--- src/hw/rtl/sta_pkg.sv ---
// Shared types and constants for the sample to ASCII frame unit.
// No dependencies; sta_framer and the top unit refer to it by scoped names.
`default_nettype none

package sta_pkg;

  localparam int CfgIdxW  = 2;
  localparam int CfgDataW = 16;

  localparam logic [CfgIdxW-1:0] REG_SLOPE  = 2'd0;
  localparam logic [CfgIdxW-1:0] REG_OFFSET = 2'd1;
  localparam logic [CfgIdxW-1:0] REG_SHIFT  = 2'd2;

  localparam logic [7:0]  SLOPE_RST  = 8'd56;
  localparam logic [15:0] OFFSET_RST = 16'd27891;
  localparam logic [3:0]  SHIFT_RST  = 4'd7;

  localparam int          ValueW  = 14;
  localparam logic [13:0] SAT_MAX = 14'd9999;

  localparam logic [7:0] CH_STX  = 8'h02;
  localparam logic [7:0] CH_DOT  = 8'h2E;
  localparam logic [7:0] CH_CR   = 8'h0D;
  localparam logic [7:0] CH_ETX  = 8'h03;
  localparam logic [7:0] CH_ZERO = 8'h30;

  typedef enum logic [2:0] {
    SLOT_STX,
    SLOT_D3,
    SLOT_DOT,
    SLOT_D2,
    SLOT_D1,
    SLOT_D0,
    SLOT_CR,
    SLOT_ETX
  } frame_slot_t;

  typedef struct packed {
    logic [3:0] d3;
    logic [3:0] d2;
    logic [3:0] d1;
    logic [3:0] d0;
  } digits_t;

endpackage

`default_nettype wire

--- src/hw/rtl/sta_in_if.sv ---
// Input channel of the sample to ASCII frame unit: valid, ready and one sample.
// No dependencies.
`default_nettype none

interface sta_in_if #(
  parameter int SampleBits = 12
) ();
  logic                  valid;
  logic                  ready;
  logic [SampleBits-1:0] adc_sample;

  modport source (output valid, output adc_sample, input ready);
  modport sink (input valid, input adc_sample, output ready);
endinterface

`default_nettype wire

--- src/hw/rtl/sta_out_if.sv ---
// Result channel of the sample to ASCII frame unit: valid, ready, one frame byte and a last-byte flag.
// No dependencies.
`default_nettype none

interface sta_out_if ();
  logic       valid;
  logic       ready;
  logic [7:0] frame_byte;
  logic       frame_last;

  modport source (output valid, output frame_byte, output frame_last, input ready);
  modport sink (input valid, input frame_byte, input frame_last, output ready);
endinterface

`default_nettype wire

--- src/hw/rtl/sta_framer.sv ---
// Byte serializer: turns one set of four decimal digits into an eight-byte ASCII frame.
// Depends on sta_pkg and sta_out_if.
`default_nettype none

module sta_framer (
  input  wire logic             clk,
  input  wire logic             rst_n,
  input  wire logic             frm_valid,
  input  wire sta_pkg::digits_t frm_digits,
  output logic                  frm_ready,
  sta_out_if.source             out_ch
);

  logic                 busy_r;
  logic                 busy_nxt;
  sta_pkg::frame_slot_t slot_r;
  sta_pkg::frame_slot_t slot_nxt;
  sta_pkg::digits_t     digits_r;
  logic                 out_fire;
  logic                 load;

  assign out_fire  = out_ch.valid && out_ch.ready;
  assign frm_ready = !busy_r || (out_fire && (slot_r == sta_pkg::SLOT_ETX));
  assign load      = frm_valid && frm_ready;

  always_comb begin
    busy_nxt = busy_r;
    slot_nxt = slot_r;
    if (load) begin
      busy_nxt = 1'b1;
      slot_nxt = sta_pkg::SLOT_STX;
    end else if (out_fire) begin
      if (slot_r == sta_pkg::SLOT_ETX) begin
        busy_nxt = 1'b0;
        slot_nxt = sta_pkg::SLOT_STX;
      end else begin
        slot_nxt = sta_pkg::frame_slot_t'(slot_r + 3'd1);
      end
    end
  end

  always_ff @(posedge clk) begin
    if (!rst_n) begin
      busy_r <= 1'b0;
      slot_r <= sta_pkg::SLOT_STX;
    end else begin
      busy_r <= busy_nxt;
      slot_r <= slot_nxt;
    end
  end

  always_ff @(posedge clk) begin
    if (load) begin
      digits_r <= frm_digits;
    end
  end

  assign out_ch.valid      = busy_r;
  assign out_ch.frame_last = (slot_r == sta_pkg::SLOT_ETX);

  always_comb begin
    case (slot_r)
      sta_pkg::SLOT_STX: out_ch.frame_byte = sta_pkg::CH_STX;
      sta_pkg::SLOT_D3:  out_ch.frame_byte = sta_pkg::CH_ZERO + {4'd0, digits_r.d3};
      sta_pkg::SLOT_DOT: out_ch.frame_byte = sta_pkg::CH_DOT;
      sta_pkg::SLOT_D2:  out_ch.frame_byte = sta_pkg::CH_ZERO + {4'd0, digits_r.d2};
      sta_pkg::SLOT_D1:  out_ch.frame_byte = sta_pkg::CH_ZERO + {4'd0, digits_r.d1};
      sta_pkg::SLOT_D0:  out_ch.frame_byte = sta_pkg::CH_ZERO + {4'd0, digits_r.d0};
      sta_pkg::SLOT_CR:  out_ch.frame_byte = sta_pkg::CH_CR;
      sta_pkg::SLOT_ETX: out_ch.frame_byte = sta_pkg::CH_ETX;
      default:           out_ch.frame_byte = sta_pkg::CH_ETX;
    endcase
  end

  a_last_is_etx: assert property (@(posedge clk) disable iff (!rst_n)
    (out_ch.valid && out_ch.frame_last) |-> (out_ch.frame_byte == sta_pkg::CH_ETX))
    else $error("frame_last set on a byte other than ETX");

  a_slot_advances: assert property (@(posedge clk) disable iff (!rst_n)
    (out_fire && (slot_r != sta_pkg::SLOT_ETX)) |=>
      (busy_r && (slot_r == sta_pkg::frame_slot_t'($past(slot_r) + 3'd1))))
    else $error("frame byte position did not advance after a transaction");

  a_load_starts_frame: assert property (@(posedge clk) disable iff (!rst_n)
    load |=> (busy_r && (slot_r == sta_pkg::SLOT_STX)))
    else $error("new frame did not start at STX");

endmodule

`default_nettype wire

--- src/hw/rtl/sample_to_ascii_frame_unit.sv ---
// Sample to ASCII frame unit: calibrates a converter sample as
// (slope * sample + offset) >> shift_amount, limits it to 9999 and sends it as an
// eight-byte frame STX d.ddd CR ETX with the last byte flagged. A sample goes through
// five register stages (multiply, add/shift/saturate, thousands, hundreds, tens and
// ones) before reaching the byte serializer. The serializer emits one byte per cycle
// while the output is ready and takes the next frame in the cycle its ETX byte
// leaves; while a frame is being sent, up to five further samples wait in the stages.
// Depends on sta_pkg, sta_in_if, sta_out_if and sta_framer.
`default_nettype none

module sample_to_ascii_frame_unit #(
  parameter int SAMPLE_BITS = 12
) (
  input  wire logic                         clk,
  input  wire logic                         rst_n,
  sta_in_if.sink                            in_ch,
  sta_out_if.source                         out_ch,
  input  wire logic                         cfg_wr_en,
  input  wire logic [sta_pkg::CfgIdxW-1:0]  cfg_index,
  input  wire logic [sta_pkg::CfgDataW-1:0] cfg_wdata
);

  localparam int ProdW = SAMPLE_BITS + 8;
  localparam int SumW  = ProdW + 1;

  logic [7:0]  slope_r;
  logic [15:0] offset_r;
  logic [3:0]  shift_r;

  always_ff @(posedge clk) begin
    if (!rst_n) begin
      slope_r  <= sta_pkg::SLOPE_RST;
      offset_r <= sta_pkg::OFFSET_RST;
      shift_r  <= sta_pkg::SHIFT_RST;
    end else if (cfg_wr_en) begin
      case (cfg_index)
        sta_pkg::REG_SLOPE:  slope_r  <= cfg_wdata[7:0];
        sta_pkg::REG_OFFSET: offset_r <= cfg_wdata[15:0];
        sta_pkg::REG_SHIFT:  shift_r  <= cfg_wdata[3:0];
        default: ;
      endcase
    end
  end

  logic                      s1_valid_r, s2_valid_r, s3_valid_r, s4_valid_r, s5_valid_r;
  logic                      en1, en2, en3, en4, en5;
  logic [ProdW-1:0]          s1_prod_r;
  logic [sta_pkg::ValueW-1:0] s2_value_r;
  logic [3:0]                s3_d3_r;
  logic [9:0]                s3_rem_r;
  logic [3:0]                s4_d3_r, s4_d2_r;
  logic [6:0]                s4_rem_r;
  sta_pkg::digits_t          s5_digits_r;
  logic                      frm_ready;

  logic [SAMPLE_BITS-1:0]     sample;
  logic [ProdW-1:0]           prod_nxt;
  logic [SumW-1:0]            sum;
  logic [SumW-1:0]            shifted;
  logic [sta_pkg::ValueW-1:0] value_nxt;
  logic [3:0]                 d3_nxt, d2_nxt, d1_nxt;
  logic [13:0]                sub3;
  logic [9:0]                 sub2;
  logic [6:0]                 sub1;
  logic [9:0]                 rem3_nxt;
  logic [6:0]                 rem2_nxt;
  logic [3:0]                 d0_nxt;

  assign en5 = !s5_valid_r || frm_ready;
  assign en4 = !s4_valid_r || en5;
  assign en3 = !s3_valid_r || en4;
  assign en2 = !s2_valid_r || en3;
  assign en1 = !s1_valid_r || en2;
  assign in_ch.ready = en1;

  assign sample   = SAMPLE_BITS'(in_ch.adc_sample);
  assign prod_nxt = ProdW'(slope_r) * ProdW'(sample);

  always_comb begin
    sum     = SumW'(s1_prod_r) + SumW'(offset_r);
    shifted = sum >> shift_r;
    if (shifted > SumW'(sta_pkg::SAT_MAX)) begin
      value_nxt = sta_pkg::SAT_MAX;
    end else begin
      value_nxt = sta_pkg::ValueW'(shifted);
    end
  end

  always_comb begin
    d3_nxt = 4'd0;
    sub3   = 14'd0;
    for (int k = 1; k <= 9; k++) begin
      if (s2_value_r >= 14'(k * 1000)) begin
        d3_nxt = 4'(k);
        sub3   = 14'(k * 1000);
      end
    end
    rem3_nxt = 10'(s2_value_r - sub3);
  end

  always_comb begin
    d2_nxt = 4'd0;
    sub2   = 10'd0;
    for (int k = 1; k <= 9; k++) begin
      if (s3_rem_r >= 10'(k * 100)) begin
        d2_nxt = 4'(k);
        sub2   = 10'(k * 100);
      end
    end
    rem2_nxt = 7'(s3_rem_r - sub2);
  end

  always_comb begin
    d1_nxt = 4'd0;
    sub1   = 7'd0;
    for (int k = 1; k <= 9; k++) begin
      if (s4_rem_r >= 7'(k * 10)) begin
        d1_nxt = 4'(k);
        sub1   = 7'(k * 10);
      end
    end
    d0_nxt = 4'(s4_rem_r - sub1);
  end

  always_ff @(posedge clk) begin
    if (!rst_n) begin
      s1_valid_r <= 1'b0;
      s2_valid_r <= 1'b0;
      s3_valid_r <= 1'b0;
      s4_valid_r <= 1'b0;
      s5_valid_r <= 1'b0;
    end else begin
      if (en1) s1_valid_r <= in_ch.valid;
      if (en2) s2_valid_r <= s1_valid_r;
      if (en3) s3_valid_r <= s2_valid_r;
      if (en4) s4_valid_r <= s3_valid_r;
      if (en5) s5_valid_r <= s4_valid_r;
    end
  end

  always_ff @(posedge clk) begin
    if (en1) begin
      s1_prod_r <= prod_nxt;
    end
    if (en2) begin
      s2_value_r <= value_nxt;
    end
    if (en3) begin
      s3_d3_r  <= d3_nxt;
      s3_rem_r <= rem3_nxt;
    end
    if (en4) begin
      s4_d3_r  <= s3_d3_r;
      s4_d2_r  <= d2_nxt;
      s4_rem_r <= rem2_nxt;
    end
    if (en5) begin
      s5_digits_r.d3 <= s4_d3_r;
      s5_digits_r.d2 <= s4_d2_r;
      s5_digits_r.d1 <= d1_nxt;
      s5_digits_r.d0 <= d0_nxt;
    end
  end

  sta_framer u_framer (
    .clk        (clk),
    .rst_n      (rst_n),
    .frm_valid  (s5_valid_r),
    .frm_digits (s5_digits_r),
    .frm_ready  (frm_ready),
    .out_ch     (out_ch)
  );

  a_value_saturated: assert property (@(posedge clk) disable iff (!rst_n)
    s2_valid_r |-> (s2_value_r <= sta_pkg::SAT_MAX))
    else $error("scaled value above 9999 after saturation");

  a_digits_decimal: assert property (@(posedge clk) disable iff (!rst_n)
    s5_valid_r |-> ((s5_digits_r.d3 <= 4'd9) && (s5_digits_r.d2 <= 4'd9) &&
                    (s5_digits_r.d1 <= 4'd9) && (s5_digits_r.d0 <= 4'd9)))
    else $error("digit out of decimal range");

  a_stall_holds: assert property (@(posedge clk) disable iff (!rst_n)
    (s5_valid_r && !frm_ready) |=> (s5_valid_r && $stable(s5_digits_r)))
    else $error("stalled digits were lost or changed");

endmodule

`default_nettype wire
--- src/flat_wrapper.sv ---
// flat-port wrapper written by rule: the top's interface ports become plain ports
module sample_to_ascii_frame_unit_flat 
#(
  parameter int SAMPLE_BITS = 12
)
  (clk, rst_n, cfg_wr_en, cfg_index, cfg_wdata, in_ch_valid, in_ch_adc_sample, in_ch_ready, out_ch_valid, out_ch_frame_byte, out_ch_frame_last, out_ch_ready);
  sta_in_if in_ch_i ();
  sta_out_if out_ch_i ();
  input  wire logic clk;
  input  wire logic rst_n;
  input  wire logic cfg_wr_en;
  input  wire logic [sta_pkg::CfgIdxW-1:0] cfg_index;
  input  wire logic [sta_pkg::CfgDataW-1:0] cfg_wdata;
  input wire logic [$bits(in_ch_i.valid)-1:0] in_ch_valid;
  input wire logic [$bits(in_ch_i.adc_sample)-1:0] in_ch_adc_sample;
  output wire logic [$bits(in_ch_i.ready)-1:0] in_ch_ready;
  output wire logic [$bits(out_ch_i.valid)-1:0] out_ch_valid;
  output wire logic [$bits(out_ch_i.frame_byte)-1:0] out_ch_frame_byte;
  output wire logic [$bits(out_ch_i.frame_last)-1:0] out_ch_frame_last;
  input wire logic [$bits(out_ch_i.ready)-1:0] out_ch_ready;
  assign in_ch_i.valid = in_ch_valid;
  assign in_ch_i.adc_sample = in_ch_adc_sample;
  assign in_ch_ready = in_ch_i.ready;
  assign out_ch_valid = out_ch_i.valid;
  assign out_ch_frame_byte = out_ch_i.frame_byte;
  assign out_ch_frame_last = out_ch_i.frame_last;
  assign out_ch_i.ready = out_ch_ready;
  sample_to_ascii_frame_unit #(.SAMPLE_BITS(SAMPLE_BITS)) u_core (.clk(clk), .rst_n(rst_n), .in_ch(in_ch_i), .out_ch(out_ch_i), .cfg_wr_en(cfg_wr_en), .cfg_index(cfg_index), .cfg_wdata(cfg_wdata));
endmodule
--- config.mk ---
export PLATFORM = sky130hd
export DESIGN_NAME = sample_to_ascii_frame_unit_flat
export DESIGN_NICKNAME = d
export VERILOG_FILES = /design/src/hw/rtl/sta_pkg.sv /design/src/hw/rtl/sta_in_if.sv /design/src/hw/rtl/sta_out_if.sv /design/src/hw/rtl/sta_framer.sv /design/src/hw/rtl/sample_to_ascii_frame_unit.sv /design/src/flat_wrapper.sv
export SDC_FILE = /design/constraint.sdc
export NUM_CORES = 1
export LEC_CHECK = 0
export ABC_AREA = 0
export BUFFER_PORTS_ARGS = -buffer_cell sky130_fd_sc_hd__clkbuf_2
export CAP_MARGIN = 20
export CORE_UTILIZATION = 30
export DETAILED_ROUTE_END_ITERATION = 8
export GPL_TIMING_DRIVEN = 1
export MAX_ROUTING_LAYER = met4
export SYNTH_ARGS = -nofsm -noshare
export SYNTH_HDL_FRONTEND = slang
export SYNTH_SLANG_ARGS = --single-unit
--- constraint.sdc ---
create_clock -name clk -period 5.9 [get_ports clk]
set_clock_uncertainty 0.05 [all_clocks]
set_input_delay 0.295 -clock clk [delete_from_list [all_inputs] [get_ports clk]]
set_output_delay 0.295 -clock clk [all_outputs]
set_load 0.005 [all_outputs]
==> flow_summary.yaml, run 1 <==
critical_path:
  setup.worst_path.class: "flop to flop"
  crit_path_top_delay_cell: "dfxtp_1"
  crit_family: "adder cells"
  crit_arrival_ns: 5.49
  slowest_delay_ns: 0.58
  worstPathMaxFanout: 13
  crit_buf_inv: 1
  crit_path_frequent_cell: "fa_1"
  critPathLaunchType: "flop"
  required_ns: 6.02
  critical_path.cell_chain: "nand2_1 > fa_1 > fa_1 > fa_1 > fa_1 > inv_1 > ha_1 > o21ai_0 > a21boi_1 > o21a_1 > o21ai_0 > nand2b_1 > a41o_1 > o41ai_1 > o2111ai_1 > a21oi_1 > xnor2_1"
  worstSetupPathDepth: 17
  crit_path_end_kind: "flop"
  rr_worst_depth: 17
routing:
  route.vias.total: 8683
  routedWlPerCell_um: 14.7
  drt_pass1_iterations: 5
  via_per_inst: 5.07
  drtIter0Drc: 462
  antenna_left: 0
  wirelength_mm: 25.2
  route.detailed.drc: 0
global_routing:
  antenna_found_initial: 1
  grt_pass1_wl_mm: 42.5
  gr-total-overflow: 0
  grt_pass1_vias: 8468
  grt_max_degree: 36
  grtUsageTotal: 0.141
job:
  max_cap_viol_count: 0
clocking:
  cts_buffers: 17
  cts_setup_buffers: 0
  postCtsHoldBufs: 0
  cts.sinks: 132
  clkTransAtPathRegs_ns: 0.06
  cts_buffer_depth: 2
  cts_resized: 0
  cts_htree_levels: 4
  clock_latency_ns: 0.43
  clk_root_buffer_cell: "clkbuf_16"
  cts_tree: "done"
synth:
  synthArstFlopShare: 0
  avgSynthCellArea_um2: 9.25
  synth.largest_area_cell: "edfxtp_1"
  synth_warnings: 0
  synth_commonest_cells: "145 x nand2_1, 122 x inv_1, 95 x edfxtp_1"
  yosysMostFrequentCell: "nand2_1"
  netlist_area_mm2: 0.0113
  synth_seq_area_share: 0.319
  synth_area_leaders: "edfxtp_1 25%, fa_1 11%, ha_1 8.1%, dfxtp_1 6.6%, nand2_1 4.8%"
  ys.flop_type: "edfxtp_1"
  synth_edf_count: 95
  synth_cells: 1218
  ys_ff_latch: 132
  synth_cell_types: 103
  synth_top_area_frac: 0.253
sta:
  period_needed_ns: 5.37
  hold_viol_final: 0
  min_period_over_period: 0.910
  finalSetupViolCount: 0
  worst_pin_slew_ns: 1.04
  whs_ns: 0.0576
  slew_violations: 0
  relSlewSlack: 0.309
  fin_tns_setup_ns: 0
  max_freq_mhz: 186
  rsz0062_at_grt: "no"
die:
  num_io_pins: 46
  dieArea_mm2: 0.0383
  die_w_um: 196
  die_height_um: 196
  design.core.area_mm2: 0.0368
  start_util: 0.306
  rows: 70
hold_path:
  hp-class: "input port to flop"
  min_delay_path_depth: 3
placement:
  place.gp.congestion: 0.882
  port_buffers: 43
  dpl.hpwl_mm: 19.6
  dp.cells: 1679
finish:
  area.growth.synth_to_final_pct: 9.93
  stdcell_count: 1712
  multi_input_area_mm2: 0.00691
  nets: 1402
  nFillCells: 3755
  ff_latch_area_mm2: 0.00359
  drive_above_1_share: 0.104
power_and_ir_drop:
  power.share.clock: 0.180
  irDropWorstVdd_mv: 0.177
  p_leak_nw: 5.21
  power_density_mw_per_mm2: 462
  p_int_mw: 3.29
  switchingPower_mw: 2.43
  total_power_mw: 5.72
  swShare: 0.425
  p_seq_frac: 0.297
  power_frac_comb: 0.523
outcome:
  status: "completed"
-- layer usage --
layer,routed length [um],track usage,vias to the layer above,share of wire
li1,-,-,4290,-
met2,11700,0.223,193,0.46
met1,12100,0.184,4173,0.48
met3,974,0.0229,27,0.039
met4,432,0.0428,0,0.017
met5,0,-,-,0
-- worst min-delay path: stages --
cell      delay (ns)
clkbuf_2        0.08
nand2_1         0.04
a21boi_0        0.06
-- cells by family (layout without fill, tap and decap cells) --
family,after synthesis,after routing,share of synthesized area
DFF,132,132,0.319
xor gates and xnor gates,42,42,0.0327
and+or+nand+nor,404,404,0.177
buffers and inverters,183,207,0.0680
AOI/OAI and AO/OA,293,293,0.183
muxes,26,26,0.0250
other,1,3,0.000333
adders and majority gates,137,137,0.195
-- flip-flops by register name, summed over array words and instances (netlist names) --
| signal | cells |
|---|---|
| u_core.offset_r | 16 |
| u_core.s1_prod_r | 20 |
| u_core.s1_valid_r | 1 |
| u_core.s2_valid_r | 1 |
| u_core.s2_value_r | 14 |
| u_core.s3_d3_r | 4 |
| u_core.s3_rem_r | 10 |
| u_core.s3_valid_r | 1 |
| u_core.s4_d2_r | 4 |
| u_core.s4_d3_r | 4 |
| u_core.s4_rem_r | 7 |
| u_core.s4_valid_r | 1 |
| u_core.s5_digits_r | 16 |
| u_core.s5_valid_r | 1 |
| u_core.shift_r | 4 |
| u_core.slope_r | 8 |
| u_core.u_framer.digits_r | 16 |
| u_core.u_framer.out_ch.valid | 1 |
| u_core.u_framer.slot_r | 3 |
-- power groups by stage --
stage               clock, mW  combinational (mW)  sequential [mW]
floorplan                   0                2.48             1.56
global placement            0                2.94             1.71
detailed placement          0                2.98             1.71
CTS                      1.05                3.00             1.70
global route             1.09                3.39             1.74
finish                   1.03                2.99             1.70
-- placed cells by master, fill, tap and decap left out, types with 37 or more instances in the layout --
cell      count
fa_1         64
ha_1         73
and2_1       62
nand2_1     145
edfxtp_1     95
dfxtp_1      37
a21oi_1      79
nor2_1       70
o21ai_0      51
inv_1       122
clkbuf_2     43
-- worst paths after layout --
path                                         from  slack, ns                    to
worst max-delay path            u_core.slope_r[4]       0.53  u_core.s1_prod_r[19]
worst min-delay path                 cfg_wdata[8]       0.06    u_core.offset_r[8]
worst max register to register  u_core.slope_r[4]       0.53  u_core.s1_prod_r[19]
worst min register to register  u_core.s3_d3_r[0]       0.36     u_core.s4_d3_r[0]
-- metrics by stage --
| stage | setup WS (ns) | area (um^2) | utilization |
|---|---|---|---|
| 2_1_floorplan | 0.913 | 11300 | - |
| 3_3_place_gp | 0.671 | 11800 | 0.321 |
| 3_5_place_dp | 0.568 | 11800 | 0.321 |
| 4_1_cts | 0.541 | 12400 | 0.336 |
| 5_1_grt | 0.125 | 12400 | 0.337 |
| 6_report | 0.530 | 12400 | 0.337 |
-- cell type report --
class                   instances  area share
well taps                     468      0.0473
clock buffers                  17      0.0344
clock inverters                15      0.0111
flip-flops and latches        132       0.290
multi-input cells             904       0.558
repair buffers                 48      0.0204
inverters                     127      0.0385
diodes                          1    0.000202
(Power assumes the default switching activity.)
==> run 2: changes to the inputs <==
ABC_AREA = unset   (was 0)
clock period = 5.2 ns   (was 5.9 ns; I/O delays follow)
==> run 2 against run 1 <==
Compared with the run above:
- fmax grew 8.8%
- register-to-register slack got worse by 0.27 ns
- clock power is 23% higher
- non-clock buffer count grew 8
- global-route usage is 0.072 points lower
- worst setup slack got worse by 0.27 ns
- critical path depth up 1
- first-iteration DRC count up 6.1%
- critical endpoint unchanged
==> flow_summary.yaml, run 2 (synthesis gave the netlist of run 1 again) <==
placement:
  dpl.hpwl_mm: 19.5
  place.gp.congestion: 0.889
  port_buffers: 43
global_routing:
  grt_max_degree: 36
  grt_pass1_vias: 8422
  antenna_found_initial: 0
  grt_pass1_wl_mm: 42.4
  gr-total-overflow: 0
  grtUsageTotal: 0.140
sta:
  rsz0062_at_grt: "no"
  worst_pin_slew_ns: 1.05
  period_needed_ns: 4.94
  whs_ns: 0.0202
  fin_tns_setup_ns: 0
  finalSetupViolCount: 0
  slew_violations: 0
  max_freq_mhz: 203
  hold_viol_final: 0
  relSlewSlack: 0.297
  min_period_over_period: 0.949
power_and_ir_drop:
  power_density_mw_per_mm2: 528
  p_leak_nw: 5.27
  irDropWorstVdd_mv: 0.194
hold_path:
  hp-class: "input port to flop"
clocking:
  clock_latency_ns: 0.43
  cts_tree: "done"
  cts.sinks: 132
  cts_htree_levels: 4
  clkTransAtPathRegs_ns: 0.06
  cts_buffer_depth: 2
  postCtsHoldBufs: 0
  cts_setup_buffers: 0
  cts_buffers: 17
  clk_root_buffer_cell: "clkbuf_16"
routing:
  route.vias.total: 8714
  via_per_inst: 5.07
  routedWlPerCell_um: 14.6
  drtIter0Drc: 490
  route.detailed.drc: 0
  wirelength_mm: 25.1
  antenna_left: 0
  drt_pass1_iterations: 5
critical_path:
  worstPathMaxFanout: 8
  critical_path.cell_chain: "buf_4 > and2_1 > fa_1 > fa_1 > fa_1 > inv_1 > fa_1 > inv_1 > ha_1 > o21a_1 > o21ai_0 > nand2b_1 > a41o_1 > o41ai_2 > buf_4 > o2111ai_1 > a21oi_1 > xnor2_1"
  crit_path_end_kind: "flop"
  crit_arrival_ns: 5.06
  slowest_delay_ns: 0.55
  crit_path_top_delay_cell: "fa_1"
  crit_buf_inv: 4
  crit_path_frequent_cell: "fa_1"
  required_ns: 5.33
  crit_family: "adder cells"
  setup.worst_path.class: "flop to flop"
  critPathLaunchType: "flop"
finish:
  multi_input_area_mm2: 0.00691
  ff_latch_area_mm2: 0.00360
  area.growth.synth_to_final_pct: 11.1
  nets: 1410
  final_cell_mix: "145 x nand2_1, 122 x inv_1, 95 x edfxtp_1"
  n_antenna_cell: 0
  layout_commonest_cell: "nand2_1"
  nFillCells: 3761
  largest_reg_flops: 20
  top_register: "u_core.s1_prod_r"
  drive_above_1_share: 0.112
die:
  dieArea_mm2: 0.0383
  num_io_pins: 46
  die_w_um: 196
  rows: 70
  design.core.area_mm2: 0.0368
  start_util: 0.306
  die_height_um: 196
outcome:
  status: "completed"
job:
  max_cap_viol_count: 0
## run 2: cell types whose count changed in the layout (fill, tap and decap cells not counted), sizes merged
cell / previous run / this run
buf: 5 / 13
bufinv: 0 / 3
clkinvlp: 1 / 2
diode: 1 / 0
inv: 137 / 133
## run 2: area by class of cell
class | instances | share of cell area
clock buffer | 17 | 0.0340
clock inverter | 15 | 0.0156
inverter | 127 | 0.0381
multi-input combinational | 904 | 0.553
sequential | 132 | 0.288
tap | 468 | 0.0468
timing repair buffer | 56 | 0.0250
## run 2: path summary, 6_finish.rpt
check               startpoint                     end  slack (ns)  cells past startpoint
max          u_core.slope_r[4]    u_core.s1_prod_r[19]        0.26                     18
min               cfg_wdata[8]      u_core.offset_r[8]        0.02                      3
max reg2reg  u_core.slope_r[4]    u_core.s1_prod_r[19]        0.26                     18
min reg2reg  u_core.s4_d2_r[3]  u_core.s5_digits_r[11]        0.36                      0
## run 2: worst register-to-register path, cell delays in order, from the launching register on
cell and delay, ns:
dfxtp_2 0.35, buf_4 0.16, and2_1 0.15, fa_1 0.55, fa_1 0.45, fa_1 0.55, inv_1 0.06, fa_1 0.53
inv_1 0.04, ha_1 0.33, o21a_1 0.13, o21ai_0 0.17, nand2b_1 0.11, a41o_1 0.28, o41ai_2 0.20, buf_4 0.17
o2111ai_1 0.13, a21oi_1 0.20, xnor2_1 0.08
## run 2: metrics by stage
stage | power [mW] | instances | util | setup slack, ns | cell area, um^2
3_5_place_dp | 5.33 | 1687 | 0.323 | 0.143 | 11900
2_1_floorplan | 4.58 | 1219 | - | 0.213 | 11300
5_1_grt | 7.19 | 1719 | 0.340 | 0.0618 | 12500
6_report | 6.61 | 1719 | 0.340 | 0.264 | 12500
4_1_cts | 6.63 | 1719 | 0.340 | 0.0830 | 12500
3_3_place_gp | 5.27 | 1687 | 0.323 | 0.171 | 11900
## run 2: per-layer routing
layer / GRT usage / up-vias / wire length (um)
li1: - / 4312 / -
met1: 0.191 / 4207 / 12500
met2: 0.218 / 176 / 11400
met3: 0.0241 / 19 / 1040
met4: 0.0295 / 0 / 185
met5: - / - / 0
## run 2: repair_timing
item	in CTS	in global routing
endpoints found under the hold margin	0	0
gates resized for setup	0	6
endpoints found under the setup margin	0	2
## run 2: power by group
part | internal (mW) | switching (mW) | leakage, nW
Combinational | 1.47 | 1.94 | 3.66
Clock | 0.769 | 0.498 | 0.298
Sequential | 1.64 | 0.291 | 1.31
